**src/rtl/dxt_block_decoder_assert.svh**
```systemverilog
// ----------------------------------------------------------------------------
// Assertion macros for the DXT block decoder
// Same-cycle and next-cycle implication checks, clocked and reset-qualified.
// ----------------------------------------------------------------------------
`ifndef DXT_BLOCK_DECODER_ASSERT_SVH
`define DXT_BLOCK_DECODER_ASSERT_SVH

// antecedent implies consequent in the same cycle
`define DXTBD_ASSERT_SAME(label, clk, rst, ante, cons, msg) \
  label: assert property (@(posedge clk) disable iff (rst) (ante) |-> (cons)) \
    else $error(msg);

// antecedent implies consequent in the following cycle
`define DXTBD_ASSERT_NEXT(label, clk, rst, ante, cons, msg) \
  label: assert property (@(posedge clk) disable iff (rst) (ante) |=> (cons)) \
    else $error(msg);

`endif

```
**src/rtl/dxtbd_pkg.sv**
```systemverilog
// ----------------------------------------------------------------------------
// DXT block decoder package
// Format codes, palette types and the fixed-point helpers for the palettes.
// ----------------------------------------------------------------------------
package dxtbd_pkg;

  localparam logic [2:0] FMT_DXT1     = 3'd1;
  localparam logic [2:0] FMT_EXPL_A   = 3'd2;
  localparam logic [2:0] FMT_EXPL_B   = 3'd3;
  localparam logic [2:0] FMT_INTERP_A = 3'd4;
  localparam logic [2:0] FMT_INTERP_B = 3'd5;

  localparam logic [3:0] LAST_TEXEL = 4'd15;

  // reciprocal multipliers: exact floors over the operand ranges used here
  localparam int unsigned DIV3_MUL = 683;   // x < 768,  shift 11
  localparam int unsigned DIV5_MUL = 3277;  // x < 1280, shift 14
  localparam int unsigned DIV7_MUL = 2341;  // x < 1792, shift 14

  // colour palette: RGB per entry, alpha is opaque except entry 3 in
  // three-colour mode
  typedef struct packed {
    logic [3:0][23:0] rgb;
    logic             trans3;
  } cpal_t;

  typedef logic [7:0][7:0] apal_t;

  function automatic logic [23:0] expand565(input logic [15:0] c);
    logic [4:0] r5;
    logic [5:0] g6;
    logic [4:0] b5;
    r5 = c[15:11];
    g6 = c[10:5];
    b5 = c[4:0];
    return {r5, r5[4:2], g6, g6[5:4], b5, b5[4:2]};
  endfunction

  function automatic logic [7:0] div3(input logic [9:0] x);
    logic [20:0] p;
    p = {11'd0, x} * 21'(DIV3_MUL);
    return p[18:11];
  endfunction

  function automatic logic [7:0] div5(input logic [10:0] x);
    logic [22:0] p;
    p = {12'd0, x} * 23'(DIV5_MUL);
    return p[21:14];
  endfunction

  function automatic logic [7:0] div7(input logic [10:0] x);
    logic [22:0] p;
    p = {12'd0, x} * 23'(DIV7_MUL);
    return p[21:14];
  endfunction

  // (2a + b + 1) / 3
  function automatic logic [7:0] mix_third(input logic [7:0] a, input logic [7:0] b);
    return div3({1'b0, a, 1'b0} + {2'b00, b} + 10'd1);
  endfunction

  // (a + b + 1) / 2
  function automatic logic [7:0] mix_half(input logic [7:0] a, input logic [7:0] b);
    logic [8:0] s;
    s = {1'b0, a} + {1'b0, b} + 9'd1;
    return s[8:1];
  endfunction

  // ((7-k)*a0 + k*a1 + 3) / 7
  function automatic logic [7:0] alpha_mix7(input logic [2:0] k, input logic [7:0] a0,
                                            input logic [7:0] a1);
    logic [10:0] x;
    x = {8'd0, 3'd7 - k} * {3'd0, a0} + {8'd0, k} * {3'd0, a1} + 11'd3;
    return div7(x);
  endfunction

  // ((5-k)*a0 + k*a1 + 2) / 5
  function automatic logic [7:0] alpha_mix5(input logic [2:0] k, input logic [7:0] a0,
                                            input logic [7:0] a1);
    logic [10:0] x;
    x = {8'd0, 3'd5 - k} * {3'd0, a0} + {8'd0, k} * {3'd0, a1} + 11'd2;
    return div5(x);
  endfunction

endpackage

```
**src/rtl/dxtbd_palette.sv**
```systemverilog
// ----------------------------------------------------------------------------
// DXT block decoder palette builder
// Builds the four-entry colour palette and the eight-entry alpha palette.
// ----------------------------------------------------------------------------
module dxtbd_palette (
  input  logic [31:0]          endpoints,
  input  logic [15:0]          alpha_ends,
  input  logic [2:0]           fmt,
  output dxtbd_pkg::cpal_t     cpal,
  output dxtbd_pkg::apal_t     apal
);

  logic [15:0] c0;
  logic [15:0] c1;
  logic [23:0] e0;
  logic [23:0] e1;
  logic        three_colour;
  logic [7:0]  a0;
  logic [7:0]  a1;

  assign c0 = endpoints[15:0];
  assign c1 = endpoints[31:16];
  assign e0 = dxtbd_pkg::expand565(c0);
  assign e1 = dxtbd_pkg::expand565(c1);
  assign three_colour = (fmt == dxtbd_pkg::FMT_DXT1) && (c0 <= c1);
  assign a0 = alpha_ends[7:0];
  assign a1 = alpha_ends[15:8];

  always_comb begin
    cpal.rgb[0] = e0;
    cpal.rgb[1] = e1;
    cpal.trans3 = three_colour;
    for (int ch = 0; ch < 3; ch++) begin
      if (three_colour) begin
        cpal.rgb[2][8*ch +: 8] = dxtbd_pkg::mix_half(e0[8*ch +: 8], e1[8*ch +: 8]);
        cpal.rgb[3][8*ch +: 8] = 8'd0;
      end else begin
        cpal.rgb[2][8*ch +: 8] = dxtbd_pkg::mix_third(e0[8*ch +: 8], e1[8*ch +: 8]);
        cpal.rgb[3][8*ch +: 8] = dxtbd_pkg::mix_third(e1[8*ch +: 8], e0[8*ch +: 8]);
      end
    end
  end

  always_comb begin
    apal[0] = a0;
    apal[1] = a1;
    if (a0 > a1) begin
      apal[2] = dxtbd_pkg::alpha_mix7(3'd1, a0, a1);
      apal[3] = dxtbd_pkg::alpha_mix7(3'd2, a0, a1);
      apal[4] = dxtbd_pkg::alpha_mix7(3'd3, a0, a1);
      apal[5] = dxtbd_pkg::alpha_mix7(3'd4, a0, a1);
      apal[6] = dxtbd_pkg::alpha_mix7(3'd5, a0, a1);
      apal[7] = dxtbd_pkg::alpha_mix7(3'd6, a0, a1);
    end else begin
      apal[2] = dxtbd_pkg::alpha_mix5(3'd1, a0, a1);
      apal[3] = dxtbd_pkg::alpha_mix5(3'd2, a0, a1);
      apal[4] = dxtbd_pkg::alpha_mix5(3'd3, a0, a1);
      apal[5] = dxtbd_pkg::alpha_mix5(3'd4, a0, a1);
      apal[6] = 8'h00;
      apal[7] = 8'hFF;
    end
  end

endmodule

```
**src/rtl/dxtbd_texel_select.sv**
```systemverilog
// ----------------------------------------------------------------------------
// DXT block decoder texel selector
// Picks one texel from the palettes and merges in its alpha for the format.
// ----------------------------------------------------------------------------
module dxtbd_texel_select (
  input  logic [3:0]           pos,
  input  logic [2:0]           fmt,
  input  dxtbd_pkg::cpal_t     cpal,
  input  dxtbd_pkg::apal_t     apal,
  input  logic [31:0]          indices,
  input  logic [63:0]          alpha_half,
  output logic [31:0]          argb
);

  logic [4:0]  cbase;
  logic [5:0]  nbase;
  logic [5:0]  abase;
  logic [1:0]  code;
  logic [3:0]  nibble;
  logic [2:0]  acode;
  logic [47:0] acodes;
  logic [7:0]  alpha;

  assign cbase  = {pos, 1'b0};
  assign nbase  = {pos, 2'b00};
  assign abase  = {1'b0, pos, 1'b0} + {2'b00, pos};
  assign acodes = alpha_half[63:16];
  assign code   = indices[cbase +: 2];
  assign nibble = alpha_half[nbase +: 4];
  assign acode  = acodes[abase +: 3];

  always_comb begin
    case (fmt)
      dxtbd_pkg::FMT_DXT1: begin
        alpha = (cpal.trans3 && (code == 2'd3)) ? 8'h00 : 8'hFF;
      end
      dxtbd_pkg::FMT_EXPL_A,
      dxtbd_pkg::FMT_EXPL_B: begin
        alpha = {nibble, nibble};
      end
      dxtbd_pkg::FMT_INTERP_A,
      dxtbd_pkg::FMT_INTERP_B: begin
        alpha = apal[acode];
      end
      default: begin
        alpha = 8'h00;
      end
    endcase
  end

  assign argb = {alpha, cpal.rgb[code]};

endmodule

```
**src/rtl/dxt_block_decoder.sv**
```systemverilog
// ----------------------------------------------------------------------------
// DXT block decoder
// Decodes one DXT1/DXT3/DXT5 4x4 block into sixteen ARGB8888 texels.
// ----------------------------------------------------------------------------
// A block is taken when start is high and busy is low. Sixteen texels follow,
// one per cycle in row-major order, each marked by a one-cycle strobe with
// last_texel on the sixteenth; the receiver must take every texel as it comes.
// The first texel reaches the ports through the input, palette and result registers.
// A block is held in an input register while the previous one is emitted, so
// blocks stream back to back, paced by the single texel output.
// block_format may only be written while no block is in flight.
// ----------------------------------------------------------------------------
`include "dxt_block_decoder_assert.svh"

module dxt_block_decoder (
  input  logic        clk,
  input  logic        rst,
  input  logic        cfg_write,
  input  logic [2:0]  cfg_data,
  input  logic        start,
  output logic        busy,
  input  logic [63:0] alpha_block,
  input  logic [63:0] color_block,
  output logic        strobe,
  output logic [31:0] texel_argb,
  output logic [3:0]  texel_index,
  output logic        last_texel
);

  logic [2:0]        block_format;

  logic              in_full;
  logic              in_full_next;
  logic [63:0]       in_alpha;
  logic [63:0]       in_color;

  logic              pal_full;
  logic              pal_full_next;
  logic [3:0]        cnt;
  logic [2:0]        pal_fmt;
  dxtbd_pkg::cpal_t  pal_cpal;
  dxtbd_pkg::apal_t  pal_apal;
  logic [31:0]       pal_idx;
  logic [63:0]       pal_alpha;

  dxtbd_pkg::cpal_t  cpal_calc;
  dxtbd_pkg::apal_t  apal_calc;
  logic [31:0]       argb_sel;

  logic              accept;
  logic              emit_end;
  logic              xfer;

  assign emit_end = pal_full && (cnt == dxtbd_pkg::LAST_TEXEL);
  assign xfer     = in_full && (!pal_full || emit_end);
  assign busy     = in_full && !xfer;
  assign accept   = start && !busy;

  assign in_full_next  = accept ? 1'b1 : (xfer ? 1'b0 : in_full);
  assign pal_full_next = xfer ? 1'b1 : (emit_end ? 1'b0 : pal_full);

  always_ff @(posedge clk) begin
    if (rst) begin
      block_format <= dxtbd_pkg::FMT_DXT1;
    end else if (cfg_write) begin
      block_format <= cfg_data;
    end
  end

  // input register: holds the next block while the current one is emitted
  always_ff @(posedge clk) begin
    if (rst) begin
      in_full <= 1'b0;
    end else begin
      in_full <= in_full_next;
    end
  end

  always_ff @(posedge clk) begin
    if (accept) begin
      in_alpha <= alpha_block;
      in_color <= color_block;
    end
  end

  dxtbd_palette u_palette (
    .endpoints  (in_color[31:0]),
    .alpha_ends (in_alpha[15:0]),
    .fmt        (block_format),
    .cpal       (cpal_calc),
    .apal       (apal_calc)
  );

  // palette register and texel counter
  always_ff @(posedge clk) begin
    if (rst) begin
      pal_full <= 1'b0;
      cnt      <= 4'd0;
    end else begin
      pal_full <= pal_full_next;
      if (xfer) begin
        cnt <= 4'd0;
      end else if (pal_full) begin
        cnt <= cnt + 4'd1;
      end
    end
  end

  always_ff @(posedge clk) begin
    if (xfer) begin
      pal_fmt   <= block_format;
      pal_cpal  <= cpal_calc;
      pal_apal  <= apal_calc;
      pal_idx   <= in_color[63:32];
      pal_alpha <= in_alpha;
    end
  end

  dxtbd_texel_select u_select (
    .pos        (cnt),
    .fmt        (pal_fmt),
    .cpal       (pal_cpal),
    .apal       (pal_apal),
    .indices    (pal_idx),
    .alpha_half (pal_alpha),
    .argb       (argb_sel)
  );

  // result register
  always_ff @(posedge clk) begin
    if (rst) begin
      strobe     <= 1'b0;
      last_texel <= 1'b0;
    end else begin
      strobe     <= pal_full;
      last_texel <= emit_end;
    end
  end

  always_ff @(posedge clk) begin
    texel_argb  <= argb_sel;
    texel_index <= cnt;
  end

  `DXTBD_ASSERT_SAME(a_last_at_end, clk, rst, last_texel,
    strobe && (texel_index == dxtbd_pkg::LAST_TEXEL), "last_texel off the final texel")
  `DXTBD_ASSERT_NEXT(a_texels_run, clk, rst, strobe && !last_texel,
    strobe && (texel_index == $past(texel_index) + 4'd1), "texel run broken")
  `DXTBD_ASSERT_NEXT(a_accept_held, clk, rst, accept, in_full, "accepted block not held")
  `DXTBD_ASSERT_NEXT(a_no_spurious, clk, rst, !pal_full, !strobe, "texel without block")

endmodule
```
**config.mk**
```make
export PLATFORM = sky130hd
export DESIGN_NAME = dxt_block_decoder
export DESIGN_NICKNAME = d
export VERILOG_FILES = /design/src/rtl/dxtbd_pkg.sv /design/src/rtl/dxtbd_palette.sv /design/src/rtl/dxtbd_texel_select.sv /design/src/rtl/dxt_block_decoder.sv
export VERILOG_INCLUDE_DIRS = /design/src /design/src/rtl
export SDC_FILE = /design/constraint.sdc
export NUM_CORES = 2
export LEC_CHECK = 0
export ABC_AREA = 1
export BUFFER_PORTS_ARGS = -buffer_cell sky130_fd_sc_hd__buf_2
export CAP_MARGIN = 25
export CORE_ASPECT_RATIO = 1.2
export CORE_MARGIN = 3
export CORE_UTILIZATION = 40
export CTS_BUF_LIST = sky130_fd_sc_hd__clkbuf_4
export CTS_CLUSTER_DIAMETER = 30
export CTS_CLUSTER_SIZE = 24
export DETAILED_ROUTE_END_ITERATION = 10
export PLACE_DENSITY = 0.6
export SLEW_MARGIN = 25
export SYNTH_ARGS = -nofsm -noshare
export SYNTH_HDL_FRONTEND = slang
export SYNTH_SLANG_ARGS = --single-unit
```
**constraint.sdc**
```tcl
create_clock -name clk -period 16.2 [get_ports clk]
set_input_delay 2.43 -clock clk [delete_from_list [all_inputs] [get_ports clk]]
set_output_delay 2.43 -clock clk [all_outputs]
set_load 0.01 [all_outputs]
```
=== Word-level counts from Yosys, hierarchy flattened ===
Index checks and enable logic that the tools add are counted.

* Shifts and indexed selects: 3
* Equality and inequality tests: 8
* Multiply operators: 22
* Add/subtract/negate cells: 40
* Mux-type cells: 14
* $lt $le $gt $ge: 4
* Reductions and logical operators: 15

{| class="wikitable"
|+ Operators with widths
! kind !! count
|-
| multiplier 11 x 12 -> 22 bit, second input constant || 10
|-
| multiplier 10 x 10 -> 19 bit, second input constant || 6
|-
| adder 11 x 2 -> 11 bit, second input constant || 10
|-
| variable part select 64 x 7 -> 4 bit || 1
|-
| adder 10 x 1 -> 10 bit, second input constant || 6
|-
| adder 9 x 8 -> 10 bit || 6
|-
| binary-select mux 24 bit (select 2 bit) || 1
|-
| variable part select 48 x 7 -> 3 bit || 1
|-
| multiplier 2 x 8 -> 10 bit, first input constant || 4
|-
| 2-to-1 mux 8 bit || 5
|-
| 2-to-1 mux 32 bit || 1
|-
| variable part select 32 x 6 -> 2 bit || 1
|-
| adder 8 x 8 -> 9 bit || 3
|-
| adder 9 x 1 -> 9 bit, second input constant || 3
|-
| binary-select mux 8 bit (select 3 bit) || 1
|-
| 2-to-1 mux 24 bit || 1
|-
| one-hot mux 8 bit (3 select lines) || 1
|-
| adder 10 x 10 -> 11 bit || 2
|-
| multiplier 3 x 8 -> 11 bit, first input constant || 2
|-
| less-or-equal comparator 16 bit || 1
|-
| adder 10 x 8 -> 11 bit || 1
|-
| adder 10 x 9 -> 11 bit || 1
|-
| adder 11 x 8 -> 11 bit || 1
|-
| adder 11 x 9 -> 11 bit || 1
|-
| other kinds (20) || 36
|}

* Input bits: 135
* Word-level logic and storage cells: 132
* Register bits after elaboration: 435

=== Logic depth before layout (Yosys ltp) ===
* Word-level depth: 9
* Gate-level depth with buffers: 37

=== Modules after synthesis ===
Synthesis repeated with hierarchy kept, for this count alone.

* Cells, all modules: 6383
* Area, all modules: 56077.5 µm²

{| class="wikitable"
|+ By module, submodules not included
! module !! cells an instance !! area an instance (µm²) !! instances !! seq. area each (µm²)
|-
| dxtbd_palette || 5131 || 39366.5 || 1 || 0.0
|-
| dxt_block_decoder || 481 || 12813.5 || 1 || 12592.1
|-
| dxtbd_texel_select || 771 || 3897.5 || 1 || 0.0
|}

=== Worst setup path after synthesis ===
No wires, ideal clock.

* Path kind: reg2reg
* From: register cnt[1]
* To: register pal_alpha[15] (enable)
* Data arrival time: 10514 ps
* Period minus slack after synthesis: 11339 ps
* Setup time: 825 ps
* Data required time: 15375 ps
* Path slack: 4861 ps
* Stages on the path, launching flop included: 6
* Cell sequence: dfxtp_1 ha_1 nand2_1 nand2_1 inv_1 nor2_1

* Longest elaborated chain between the ends: 4

{| class="wikitable"
|+ Ends and longest elaborated chain
! element !! RTL line !! source
|-
| start, declared || dxt_block_decoder.sv:39 || <nowiki>logic [3:0] cnt;</nowiki>
|-
| start signal, assigned || dxt_block_decoder.sv:104 || <nowiki>cnt <= cnt + 4'd1;</nowiki>
|-
| == test 4 bit || dxt_block_decoder.sv:54 || <nowiki>assign emit_end = pal_full && (cnt == dxtbd_pkg::LAST_TEXEL);</nowiki>
|-
| logical AND 1 bit || dxt_block_decoder.sv:54 ||
|-
| logical OR 1 bit || dxt_block_decoder.sv:55 || <nowiki>assign xfer = in_full && (!pal_full || emit_end);</nowiki>
|-
| logical AND 1 bit || dxt_block_decoder.sv:55 ||
|-
| end signal, assigned || dxt_block_decoder.sv:115 || <nowiki>pal_alpha <= in_alpha;</nowiki>
|-
| end, declared || dxt_block_decoder.sv:44 || <nowiki>logic [63:0] pal_alpha;</nowiki>
|}

Every way passes these cells.
A chain may end at the register's enable or synchronous reset.

==> run metrics <==
nets 7639; gr ovfl total 0; post-CTS setup buffer count 0; fmax 122.2 MHz; crit path max fanout 14; CP peak stage delay 860 ps; Worst Tran Pin Value 1003 ps; Critical Path AT 8820 ps; DR WL/cell 17.19 um; Layout Cells excl Fill 7678; DP Cell Count 7543; Crit. Startpoint in_alpha[1]$_DFFE_PP_; gpl congestion 0.9015; startpoint types flop; r2r setup slk 8020 ps; share of cells above drive strength 1 5.987%; CTS Hold Buffers Added 0; reg2reg start in_alpha[1]$_DFFE_PP_; Worst path most repeated cell nand2_1; final hold viol count 0; syn nets 7456; clock skew 88.74 ps; number of synthesized flops with an enable pin 356; first-pass GRT wire length 212.6 mm; via/cell ratio 5.193; Reg-to-Reg End pal_apal[28]$_DFFE_PP_; IO Pins 174; Top FF cell, synth edfxtp_1; Design Area, Final 55860 um2; Final Cycle Share 50.52%; CP Capture Type flop; worst endpoint required time 16840 ps; CTS max path bufs 3; DPL Wire Length 108.7 mm; Worst path slowest cell edfxtp_1; Reg2Reg Depth 33; Seq/Total Area, Yosys 22.35%; critical path type reg2reg; Num Clock Sinks 403; YS warnings 0; drt first pass iters 6; Critical Path Stages 33; PortBufs 173; P&R area growth vs syn 7.332%; Placed Area 54690 um2; CTS H-tree lvls 3; die area 134500 um2; Final Max Slew Viols 0; Final min period 8185 ps; Site Rows 144; vias in the first global route 41.05k; number of CTS-inserted buffers 71; status complete, no violations; CTS tree done; Antenna Violating Nets Remaining 0; Post-Synthesis Cells 5755; Die Ht 401.2 um; GRT Total Usage 19.59%; largest net degree at the start of global routing 78; Slew HR 33.14%; Die Wd 335.3 um; most frequent cells in the layout ha_1, inv_1, nand2_1, a21oi_1, fa_1; register bit total from synthesis 403; RSZ-0062 raised after global routing false; final setup vio count 0; most congested layer reported by global routing met2; Max Cap Viol 0; initial core utilization 40.40%; Layout fillers 12.56k; clock-pin slew on the worst setup and hold paths 110 ps; Setup TNS 0 ps; core area 128800 um2; commonest non-fill, non-tap cell in the layout ha_1; met2 Resource Use GR 35.09%; delay-heaviest family, CP adder cells; Yosys cell types 63; grt met1 use 24.38%; Worst-Skew Late Latency 960 ps; synthesized area 52050 um2; ys async rst share 0%; CP bufs+invs 4; initial antenna violation count 7; Syn Area/Cell 9.044 um2; Residual DRC 0; DR iter-0 viols 2100; Critical Path End pal_apal[28]$_DFFE_PP_; HP Class reg2reg; root buffer cell clkbuf_4; Post-Route WL 132.0 mm; Vias 39.87k; post_cts resized 0; met3 usage 2.216%
flip-flops by register name, summed over array words and instances, names as in the netlist:
signal,count
pal_full,1
in_alpha,64
strobe,1
block_format,3
pal_idx,32
pal_cpal,81
last_texel,1
pal_apal,62
pal_fmt,3
texel_index,4
pal_alpha,50
in_color,64
in_full,1
cnt,4
texel_argb,32
how the worst min path moves through the flow:
stage / to / start / cells past startpoint / slack (ps)
after floorplan: texel_index[0]$_DFF_P_ / cnt[0]$_SDFFE_PP0P_ / 0 / 370
after CTS: pal_idx[0]$_DFFE_PP_ / in_color[32]$_DFFE_PP_ / 0 / 410
after detailed placement: pal_alpha[25]$_DFFE_PP_ / in_alpha[25]$_DFFE_PP_ / 0 / 400
after global routing: pal_alpha[45]$_DFFE_PP_ / in_alpha[45]$_DFFE_PP_ / 0 / 430
after global placement: pal_idx[8]$_DFFE_PP_ / in_color[40]$_DFFE_PP_ / 0 / 400
final: pal_idx[0]$_DFFE_PP_ / in_color[32]$_DFFE_PP_ / 0 / 410
final cells by class:
class                      instances  area (um2)  share of cell area (%)
clock buffer                      75       563.0                   1.008
multi-input combinational       4312       36340                   65.06
sequential                       403       11630                   20.82
inverter                         957        3605                   6.453
antenna                            3       7.507                 0.01344
timing repair buffer             193        1023                   1.832
clock inverter                    56       588.1                   1.053
tap                             1679        2101                   3.760
per-stage QoR:
step	util, %	hold slack [ps]	setup slack [ps]
after global placement	42.45	400.6	8242
after floorplan	-	367.7	4861
final	43.37	407.2	8015
after CTS	43.35	405.1	8066
after global routing	43.36	430.2	7417
after detailed placement	42.45	404.5	8147
cells in the mapped netlist (all sizes together), types with 12 or more instances:
master | instances | area share, %
nand2 | 861 | 6.3
o211ai | 13 | 0.20
nand3b | 36 | 0.52
o31ai | 19 | 0.27
a21o | 25 | 0.36
nor3 | 40 | 0.38
a31oi | 12 | 0.14
xnor2 | 94 | 1.6
o21bai | 32 | 0.46
a211oi | 12 | 0.17
nand4 | 43 | 0.53
o21ai | 266 | 2.6
ha | 1194 | 29
buf | 61 | 0.80
nor2 | 276 | 2.0
nand3 | 367 | 3.5
inv | 957 | 6.9
fa | 372 | 14
a21oi | 417 | 4.0
xor2 | 143 | 2.4
edfxtp | 356 | 21
dfxtp | 47 | 1.8
or2 | 12 | 0.14
clkbuf | 22 | 0.16
per-layer routing:
| metal | share of wire, % | routed length [um] | vias to the layer above |
|---|---|---|---|
| li1 | - | - | 19870 |
| met2 | 49 | 65170 | 817 |
| met3 | 4.4 | 5765 | 221 |
| met5 | 0.021 | 28 | - |
| met4 | 2.9 | 3839 | 4 |
| met1 | 43 | 57190 | 18960 |
kinds of logic after synthesis:
logic type | Yosys count | synth area share (%)
compound gates | 856 | 9.169
buf+inv | 1040 | 7.880
simple gates | 1652 | 13.58
flops | 403 | 22.35
xor+xnor | 237 | 3.988
mux | 1 | 0.02163
fa+ha+maj | 1566 | 43.01
Power is not shown: default switching activity piles up to over one toggle a cycle in this logic, so the estimate is an artifact.
